[config.mk]
export PLATFORM = sky130hd
export DESIGN_NAME = fixed_chunk_free_list_allocator
export DESIGN_NICKNAME = d
export VERILOG_FILES = /design/src/hdl/fcfl_pkg.sv /design/src/hdl/fcfl_link_ram.sv /design/src/hdl/fcfl_core.sv /design/src/hdl/fixed_chunk_free_list_allocator.sv
export SDC_FILE = /design/constraint.sdc
export NUM_CORES = 2
export LEC_CHECK = 0
export ABC_AREA = 1
export BUFFER_PORTS_ARGS = -buffer_cell sky130_fd_sc_hd__buf_4
export CORE_MARGIN = 2
export CORE_UTILIZATION = 40
export CTS_BUF_LIST = sky130_fd_sc_hd__clkbuf_4
export DETAILED_ROUTE_END_ITERATION = 10
export GPL_TIMING_DRIVEN = 0
export PLACE_DENSITY = 0.52
export SLEW_MARGIN = 20
export SYNTH_ARGS = -nofsm -noshare
export SYNTH_HDL_FRONTEND = slang
export SYNTH_SLANG_ARGS = --single-unit
[constraint.sdc]
create_clock -name i_clk -period 16 [get_ports i_clk]
set_input_delay 0.8 -clock i_clk [delete_from_list [all_inputs] [get_ports i_clk]]
set_output_delay 0.8 -clock i_clk [all_outputs]
set_load 0.03 [all_outputs]
[src/hdl/fcfl_pkg.sv]
`default_nettype none

package fcfl_pkg;

    // Pool geometry
    localparam int NUM_CHUNKS = 256;
    localparam int IDX_W      = $clog2(NUM_CHUNKS);
    localparam int LINK_W     = $clog2(NUM_CHUNKS + 1);
    localparam int CNT_W      = $clog2(NUM_CHUNKS + 1);
    localparam logic [LINK_W-1:0] LINK_NULL = LINK_W'(NUM_CHUNKS);

    // Field widths
    localparam int FIELD_IDX_W = 8;
    localparam int CHUNK_W     = 17;
    localparam int ADDR_W      = 32;
    localparam int STATUS_W    = 2;
    localparam int USE_W       = 9;

    // Configuration port
    localparam int CFG_IDX_W  = 1;
    localparam int CFG_DATA_W = 32;
    localparam logic [CHUNK_W-1:0] CHUNK_BYTES_RST = CHUNK_W'(64);
    localparam logic [CHUNK_W-1:0] CHUNK_BYTES_MIN = CHUNK_W'(8);
    localparam logic [ADDR_W-1:0]  BASE_ADDR_RST   = '0;

    typedef enum logic [CFG_IDX_W-1:0] {
        CFG_CHUNK_BYTES = 1'b0,
        CFG_BASE_ADDR   = 1'b1
    } t_cfg_reg;

    typedef enum logic {
        FUNC_ALLOC   = 1'b0,
        FUNC_RELEASE = 1'b1
    } t_func;

    typedef enum logic [STATUS_W-1:0] {
        ST_DONE    = 2'd0,
        ST_EMPTY   = 2'd1,
        ST_IGNORED = 2'd2
    } t_status;

    typedef enum logic [1:0] {
        S_INIT,
        S_IDLE,
        S_READ,
        S_HOLD
    } t_state;

    typedef struct packed {
        t_func                  func;
        logic [FIELD_IDX_W-1:0] rel_idx;
        logic                   is_null;
    } t_req;

    typedef struct packed {
        t_status                status;
        logic [FIELD_IDX_W-1:0] granted_index;
        logic [ADDR_W-1:0]      granted_address;
        logic [USE_W-1:0]       in_use_count;
    } t_rsp;

    // Link store access from the controller
    typedef struct packed {
        logic              we;
        logic [IDX_W-1:0]  waddr;
        logic [LINK_W-1:0] wdata;
        logic              re;
        logic [IDX_W-1:0]  raddr;
    } t_ram_req;

endpackage

`default_nettype wire

[src/hdl/fcfl_link_ram.sv]
`default_nettype none

module fcfl_link_ram (
    input  wire logic                       i_clk,
    input  wire fcfl_pkg::t_ram_req         i_ram,
    output logic [fcfl_pkg::LINK_W-1:0]     o_rdata
);
    import fcfl_pkg::*;

    // One link per chunk: next free chunk or the null mark
    logic [LINK_W-1:0] r_mem [NUM_CHUNKS];
    logic [LINK_W-1:0] r_rdata;

    always_ff @(posedge i_clk) begin
        if (i_ram.we) begin
            r_mem[i_ram.waddr] <= i_ram.wdata;
        end
    end

    always_ff @(posedge i_clk) begin
        if (i_ram.re) begin
            r_rdata <= r_mem[i_ram.raddr];
        end
    end

    assign o_rdata = r_rdata;

endmodule

`default_nettype wire

[src/hdl/fcfl_core.sv]
`default_nettype none

module fcfl_core (
    input  wire logic                        i_clk,
    input  wire logic                        i_rst_n,
    input  wire logic [fcfl_pkg::CHUNK_W-1:0] i_chunk_size,
    input  wire logic [fcfl_pkg::ADDR_W-1:0]  i_base_addr,
    input  wire logic                        i_req_valid,
    output logic                             o_req_ready,
    input  wire fcfl_pkg::t_req              i_req,
    output logic                             o_rsp_valid,
    input  wire logic                        i_rsp_ready,
    output fcfl_pkg::t_rsp                   o_rsp,
    output fcfl_pkg::t_ram_req               o_ram,
    input  wire logic [fcfl_pkg::LINK_W-1:0]  i_ram_rdata
);
    import fcfl_pkg::*;

    localparam int PROD_W = IDX_W + CHUNK_W;

    t_state            r_state, n_state;
    logic [LINK_W-1:0] r_init_idx, n_init_idx;
    logic [LINK_W-1:0] r_head, n_head;
    logic [CNT_W-1:0]  r_count, n_count;
    logic [IDX_W-1:0]  r_got, n_got;
    t_rsp              r_res, n_res;
    t_rsp              r_rsp, n_rsp;
    logic              r_rsp_valid, n_rsp_valid;

    logic              w_fire;
    logic              w_out_free;
    logic              w_head_null;
    logic              w_rel_bad;
    logic              w_init_last;
    logic [PROD_W-1:0] w_prod;
    t_rsp              w_alloc_rsp;

    assign o_req_ready = (r_state == S_IDLE);
    assign w_fire      = i_req_valid && o_req_ready;
    assign w_out_free  = !r_rsp_valid || i_rsp_ready;
    assign w_head_null = (r_head >= LINK_NULL);
    assign w_rel_bad   = i_req.is_null ||
                         (LINK_W'(i_req.rel_idx) >= LINK_W'(NUM_CHUNKS));
    assign w_init_last = (r_init_idx == LINK_W'(NUM_CHUNKS - 1));

    // Granted chunk address: base plus index times size
    assign w_prod = PROD_W'(r_got) * PROD_W'(i_chunk_size);

    always_comb begin
        w_alloc_rsp.status          = ST_DONE;
        w_alloc_rsp.granted_index   = FIELD_IDX_W'(r_got);
        w_alloc_rsp.granted_address = i_base_addr + ADDR_W'(w_prod);
        w_alloc_rsp.in_use_count    = USE_W'(r_count);
    end

    // Next state
    always_comb begin
        n_state = r_state;
        case (r_state)
            S_INIT: begin
                if (w_init_last) n_state = S_IDLE;
            end
            S_IDLE: begin
                if (w_fire) begin
                    if (i_req.func == FUNC_ALLOC && !w_head_null) n_state = S_READ;
                    else n_state = S_HOLD;
                end
            end
            S_READ: begin
                n_state = w_out_free ? S_IDLE : S_HOLD;
            end
            S_HOLD: begin
                if (w_out_free) n_state = S_IDLE;
            end
            default: n_state = S_INIT;
        endcase
    end

    // Link store port: init sweep, pop read, push write
    always_comb begin
        o_ram.we    = 1'b0;
        o_ram.waddr = IDX_W'(r_init_idx);
        o_ram.wdata = r_init_idx + LINK_W'(1);
        o_ram.re    = 1'b0;
        o_ram.raddr = IDX_W'(r_head);
        case (r_state)
            S_INIT: begin
                o_ram.we = 1'b1;
            end
            S_IDLE: begin
                if (w_fire && i_req.func == FUNC_ALLOC) begin
                    o_ram.re = 1'b1;
                end
                if (w_fire && i_req.func == FUNC_RELEASE && !w_rel_bad) begin
                    o_ram.we    = 1'b1;
                    o_ram.waddr = IDX_W'(i_req.rel_idx);
                    o_ram.wdata = r_head;
                end
            end
            default: begin
            end
        endcase
    end

    // Head, count and result datapath
    always_comb begin
        n_init_idx  = r_init_idx;
        n_head      = r_head;
        n_count     = r_count;
        n_got       = r_got;
        n_res       = r_res;
        n_rsp       = r_rsp;
        n_rsp_valid = r_rsp_valid && !i_rsp_ready;
        case (r_state)
            S_INIT: begin
                n_init_idx = r_init_idx + LINK_W'(1);
            end
            S_IDLE: begin
                if (w_fire) begin
                    n_res.granted_index   = '0;
                    n_res.granted_address = '0;
                    if (i_req.func == FUNC_ALLOC) begin
                        n_res.status       = ST_EMPTY;
                        n_res.in_use_count = USE_W'(r_count);
                        if (!w_head_null) begin
                            n_got = IDX_W'(r_head);
                            if (r_count < CNT_W'(NUM_CHUNKS)) n_count = r_count + CNT_W'(1);
                        end
                    end else if (w_rel_bad) begin
                        n_res.status       = ST_IGNORED;
                        n_res.in_use_count = USE_W'(r_count);
                    end else begin
                        n_head = LINK_W'(i_req.rel_idx);
                        if (r_count != '0) n_count = r_count - CNT_W'(1);
                        n_res.status       = ST_DONE;
                        n_res.in_use_count = USE_W'(n_count);
                    end
                end
            end
            S_READ: begin
                // popped head's link arrives from the store
                n_head = i_ram_rdata;
                if (w_out_free) begin
                    n_rsp       = w_alloc_rsp;
                    n_rsp_valid = 1'b1;
                end else begin
                    n_res = w_alloc_rsp;
                end
            end
            S_HOLD: begin
                if (w_out_free) begin
                    n_rsp       = r_res;
                    n_rsp_valid = 1'b1;
                end
            end
            default: begin
            end
        endcase
    end

    // Control registers
    always_ff @(posedge i_clk) begin
        if (!i_rst_n) begin
            r_state     <= S_INIT;
            r_init_idx  <= '0;
            r_head      <= '0;
            r_count     <= '0;
            r_rsp_valid <= 1'b0;
        end else begin
            r_state     <= n_state;
            r_init_idx  <= n_init_idx;
            r_head      <= n_head;
            r_count     <= n_count;
            r_rsp_valid <= n_rsp_valid;
        end
    end

    // Payload registers
    always_ff @(posedge i_clk) begin
        r_got <= n_got;
        r_res <= n_res;
        r_rsp <= n_rsp;
    end

    assign o_rsp_valid = r_rsp_valid;
    assign o_rsp       = r_rsp;

endmodule

`default_nettype wire

[src/hdl/fixed_chunk_free_list_allocator.sv]
// Channel    Direction  Handshake                  Payload
// request    in         i_req_valid / o_req_ready  i_req  (func, rel_idx, is_null)
// response   out        o_rsp_valid / i_rsp_ready  o_rsp  (status, index, address, count)
// config     in         i_cfg_we                   i_cfg_idx, i_cfg_wdata
//
// An allocate reads the head's link from the registered link store before the head
// can move on. After reset an init sweep writes the 256 links, one per cycle; no
// request is taken until the sweep is done. Configuration writes are taken at any
// time.
// A result waiting in the output register does not block the next request;
// the block holds in its own state until the output register frees up.
`default_nettype none

module fixed_chunk_free_list_allocator (
    input  wire logic                           i_clk,
    input  wire logic                           i_rst_n,
    input  wire logic                           i_req_valid,
    output logic                                o_req_ready,
    input  wire fcfl_pkg::t_req                 i_req,
    output logic                                o_rsp_valid,
    input  wire logic                           i_rsp_ready,
    output fcfl_pkg::t_rsp                      o_rsp,
    input  wire logic                           i_cfg_we,
    input  wire logic [fcfl_pkg::CFG_IDX_W-1:0]  i_cfg_idx,
    input  wire logic [fcfl_pkg::CFG_DATA_W-1:0] i_cfg_wdata
);
    import fcfl_pkg::*;

    logic [CHUNK_W-1:0] r_chunk_bytes;
    logic [ADDR_W-1:0]  r_base_addr;
    logic [CHUNK_W-1:0] w_chunk_size;
    t_ram_req           w_ram;
    logic [LINK_W-1:0]  w_ram_rdata;

    // Configuration registers
    always_ff @(posedge i_clk) begin
        if (!i_rst_n) begin
            r_chunk_bytes <= CHUNK_BYTES_RST;
            r_base_addr   <= BASE_ADDR_RST;
        end else if (i_cfg_we) begin
            case (t_cfg_reg'(i_cfg_idx))
                CFG_CHUNK_BYTES: r_chunk_bytes <= i_cfg_wdata[CHUNK_W-1:0];
                CFG_BASE_ADDR:   r_base_addr   <= i_cfg_wdata[ADDR_W-1:0];
                default: begin
                end
            endcase
        end
    end

    // Sizes below the minimum count as the minimum
    assign w_chunk_size = (r_chunk_bytes < CHUNK_BYTES_MIN) ? CHUNK_BYTES_MIN : r_chunk_bytes;

    fcfl_core u_core (
        .i_clk        (i_clk),
        .i_rst_n      (i_rst_n),
        .i_chunk_size (w_chunk_size),
        .i_base_addr  (r_base_addr),
        .i_req_valid  (i_req_valid),
        .o_req_ready  (o_req_ready),
        .i_req        (i_req),
        .o_rsp_valid  (o_rsp_valid),
        .i_rsp_ready  (i_rsp_ready),
        .o_rsp        (o_rsp),
        .o_ram        (w_ram),
        .i_ram_rdata  (w_ram_rdata)
    );

    fcfl_link_ram u_link_ram (
        .i_clk   (i_clk),
        .i_ram   (w_ram),
        .o_rdata (w_ram_rdata)
    );

endmodule

`default_nettype wire

==> results.json <==
{
  "report.final.slew_viol_count": 0,
  "yosysSeqAreaShare_pct": 69.91,
  "syn_inst": 9414,
  "netlist_area_um2": 106300,
  "drt-wirelength-per-cell_um": 29.07,
  "clkSinkCount": 2502,
  "placed_area_um2": 115100,
  "num-nets-final": 10634,
  "peakVddDrop_uv": 78.14,
  "setup_viol": 0,
  "htreeDepth": 6,
  "avgSynthCellArea_um2": 11.30,
  "cts_resized": 0,
  "synthTopCellsByArea": "edfxtp_1 68%, nand3_1 11%, nand2_1 9.6%",
  "core-area_um2": 264900,
  "switchingPower_uw": 5574,
  "syn_nets": 9633,
  "vias_per_cell": 5.641,
  "endpoint_kind": "flip-flop",
  "place_inst": 13175,
  "pin_count": 101,
  "skew_ns": 0.1191,
  "grt_first_pass_wirelength_um": 579700,
  "clock_path_buffers": 4,
  "required_ns": 17.25,
  "routed-via-count": 81502,
  "max_slew_margin_pct": 13.45,
  "yosysMostFrequentCell": "nand2_1",
  "drv_cap": 0,
  "crit_slowest_cell": "fa_1",
  "synth_edf_count": 2423,
  "drtIter0Drc": 10868,
  "max_stage_delay_ns": 0.49,
  "power.density_cell_area_nw_per_um2": 136.8,
  "overflow": 0,
  "p_sw_share_pct": 32.68,
  "synth_area_leader_cell": "edfxtp_1",
  "clkTransAtPathRegs_ns": 0.06,
  "gp_congestion": 0.9983,
  "hold_viol": 0,
  "synth_top_area_share_pct": 68.43,
  "power.total_uw": 17060,
  "fp.dieH_um": 519.6,
  "grt_start_max_net_pins": 32,
  "period_needed_ns": 6.230,
  "syn2layout_area_growth_pct": 17.29,
  "numCtsBuffers": 671,
  "pwr-share-seq_pct": 44.6,
  "grt_use_total_pct": 30.42,
  "die_area_um2": 270000,
  "tns_ns": 0,
  "firstDrtPassIters": 7,
  "root_buffer": "clkbuf_4",
  "grt_antenna_before_repair": 28,
  "fp.dieW_um": 519.6,
  "worst_pin_slew_ns": 1.298,
  "cp-start-kind": "flip-flop",
  "finalCritPeriodShare_pct": 38.94,
  "synth_commonest_cells": "2719 x nand2_1, 2423 x edfxtp_1, 2304 x nand3_1, 452 x clkbuf_1, 425 x nor2_1",
  "clk_latency_ns": 1.61,
  "post-cts-setup-buffers": 0,
  "worst_path_most_repeated_cell": "nand2_1",
  "status": "finished, final reports clean",
  "stdcell_count": 14449,
  "yosysWarnings": 0,
  "arrival_ns": 7.48,
  "p_comb_share_pct": 21.5,
  "rsz0062_at_grt": "false",
  "synth.distinct_cells": 36,
  "drive_gt1_share_pct": 14.02,
  "worstPathMaxFanout": 10,
  "drt-total-wl_um": 420000,
  "final_area_um2": 124700,
  "clkPwrFrac_pct": 33.9,
  "p_int_uw": 11480,
  "grt_pass1_vias": 77098,
  "synth.ff_latch_count": 2502,
  "initial_core_util_pct": 40.15,
  "io_buffers": 100,
  "synthArstFlopShare_pct": 0,
  "max_freq_mhz": 160.5,
  "path_class": "flip-flop to flip-flop",
  "hp-class": "input pin to flip-flop",
  "rows": 189,
  "drc": 0,
  "leakage_uw": 0.04604,
  "cts_tree": "built",
  "dpl.hpwl_um": 295500,
  "hold_buffers": 99,
  "ant_nets": 0,
  "synthFlopType": "edfxtp_1"
}
## power groups by stage
stage / registers [µW] / logic, µW / clock network, µW
3_3_place_gp: 8480 / 3100 / 0
5_1_grt: 7610 / 3810 / 6160
3_5_place_dp: 7750 / 3530 / 0
4_1_cts: 7610 / 3560 / 5820
2_1_floorplan: 8020 / 1570 / 0
6_report: 7610 / 3670 / 5780
## logic make-up (layout without fill, tap and decap cells)
kind of cell	Yosys count	after routing	synth area share, %
and+or+nand+nor	5492	5492	22.20
DFF	2502	2502	69.91
buffers and inverters	946	2434	3.428
AOI/OAI and AO/OA	269	269	1.364
adders and majority gates	171	171	2.810
xor gates and xnor gates	34	34	0.2800
other	0	14	0
## cell type report
cell class	count	area [µm²]
fillers	24757	140100
flip-flops and latches	2502	74340
multi-input cells	5966	28680
clock buffers	978	7342
repair buffers	328	5052
well taps	3533	4420
plain buffers	604	2422
inverters	342	1284
clock inverters	182	1141
diodes	14	35.03
## layout by cell type (no fill, tap or decap), drive strengths merged, types with 10 or more instances in the layout
cell type / Yosys / layout
a21oi: 80 / 80
a31oi: 12 / 12
buf: 152 / 381
clkbuf: 452 / 1430
clkinv: 5 / 145
clkinvlp: 0 / 11
dfxtp: 79 / 79
diode: 0 / 14
dlygate4sd3: 0 / 99
edfxtp: 2423 / 2423
fa: 113 / 113
ha: 58 / 58
inv: 337 / 359
nand2: 2721 / 2721
nand3: 2304 / 2304
nand4: 12 / 12
nor2: 437 / 437
nor3: 12 / 12
o21ai: 158 / 158
xnor2: 10 / 10
xor2: 24 / 24
## state kept, by name (all words and copies together) (netlist names)
name,count
u_core.r_got,8
u_core.r_init_idx,9
u_core.o_rsp,51
u_core.r_head,9
u_core.r_res,51
u_link_ram.o_rdata,9
u_link_ram.r_mem,2304
u_core.r_state,2
r_chunk_bytes,17
u_core.o_rsp_valid,1
r_base_addr,32
u_core.r_count,9
## per-layer routing
metal / wire, µm / vias up / GRT usage [%] / share of wire [%]
li1: - / 35312 / - / -
met1: 165700 / 40262 / 40.96 / 39
met2: 187100 / 4940 / 46.43 / 45
met3: 46670 / 962 / 7.601 / 11
met4: 20310 / 26 / 13.91 / 4.8
met5: 193 / - / 0 / 0.046
## critical path, delay by kind of cell, from the launching register on
kind	cells	cell delay, ns
buf+inv	8	1.00
compound gates	2	0.52
flops	1	0.30
simple gates	12	2.03
fa+ha+maj	6	2.04
## through the flow
step / hold slack (ns) / util [%] / setup slack (ns)
after detailed placement: 0.4533 / 43.47 / 9.826
after CTS: 0.0002023 / 47.05 / 9.731
after floorplan: 0.4362 / - / 2.305
after global routing: 0.09048 / 47.08 / 9.326
after global placement: 0.4621 / 42.10 / -18.30
final: 0.1500 / 47.09 / 9.770
## path summary, 6_finish.rpt
check / endpoint / slack [ns] / start / cells after the start
worst max-delay path: u_core.o_rsp[28] / 9.77 / r_chunk_bytes[15] / 28
worst min-delay path: r_base_addr[2] / 0.15 / i_cfg_wdata[2] / 4
worst max register to register: u_core.o_rsp[28] / 9.77 / r_chunk_bytes[15] / 28
worst min register to register: u_core.r_got[7] / 0.46 / u_core.r_head[7] / 0
No activity file was read; power rests on OpenSTA's default activity.
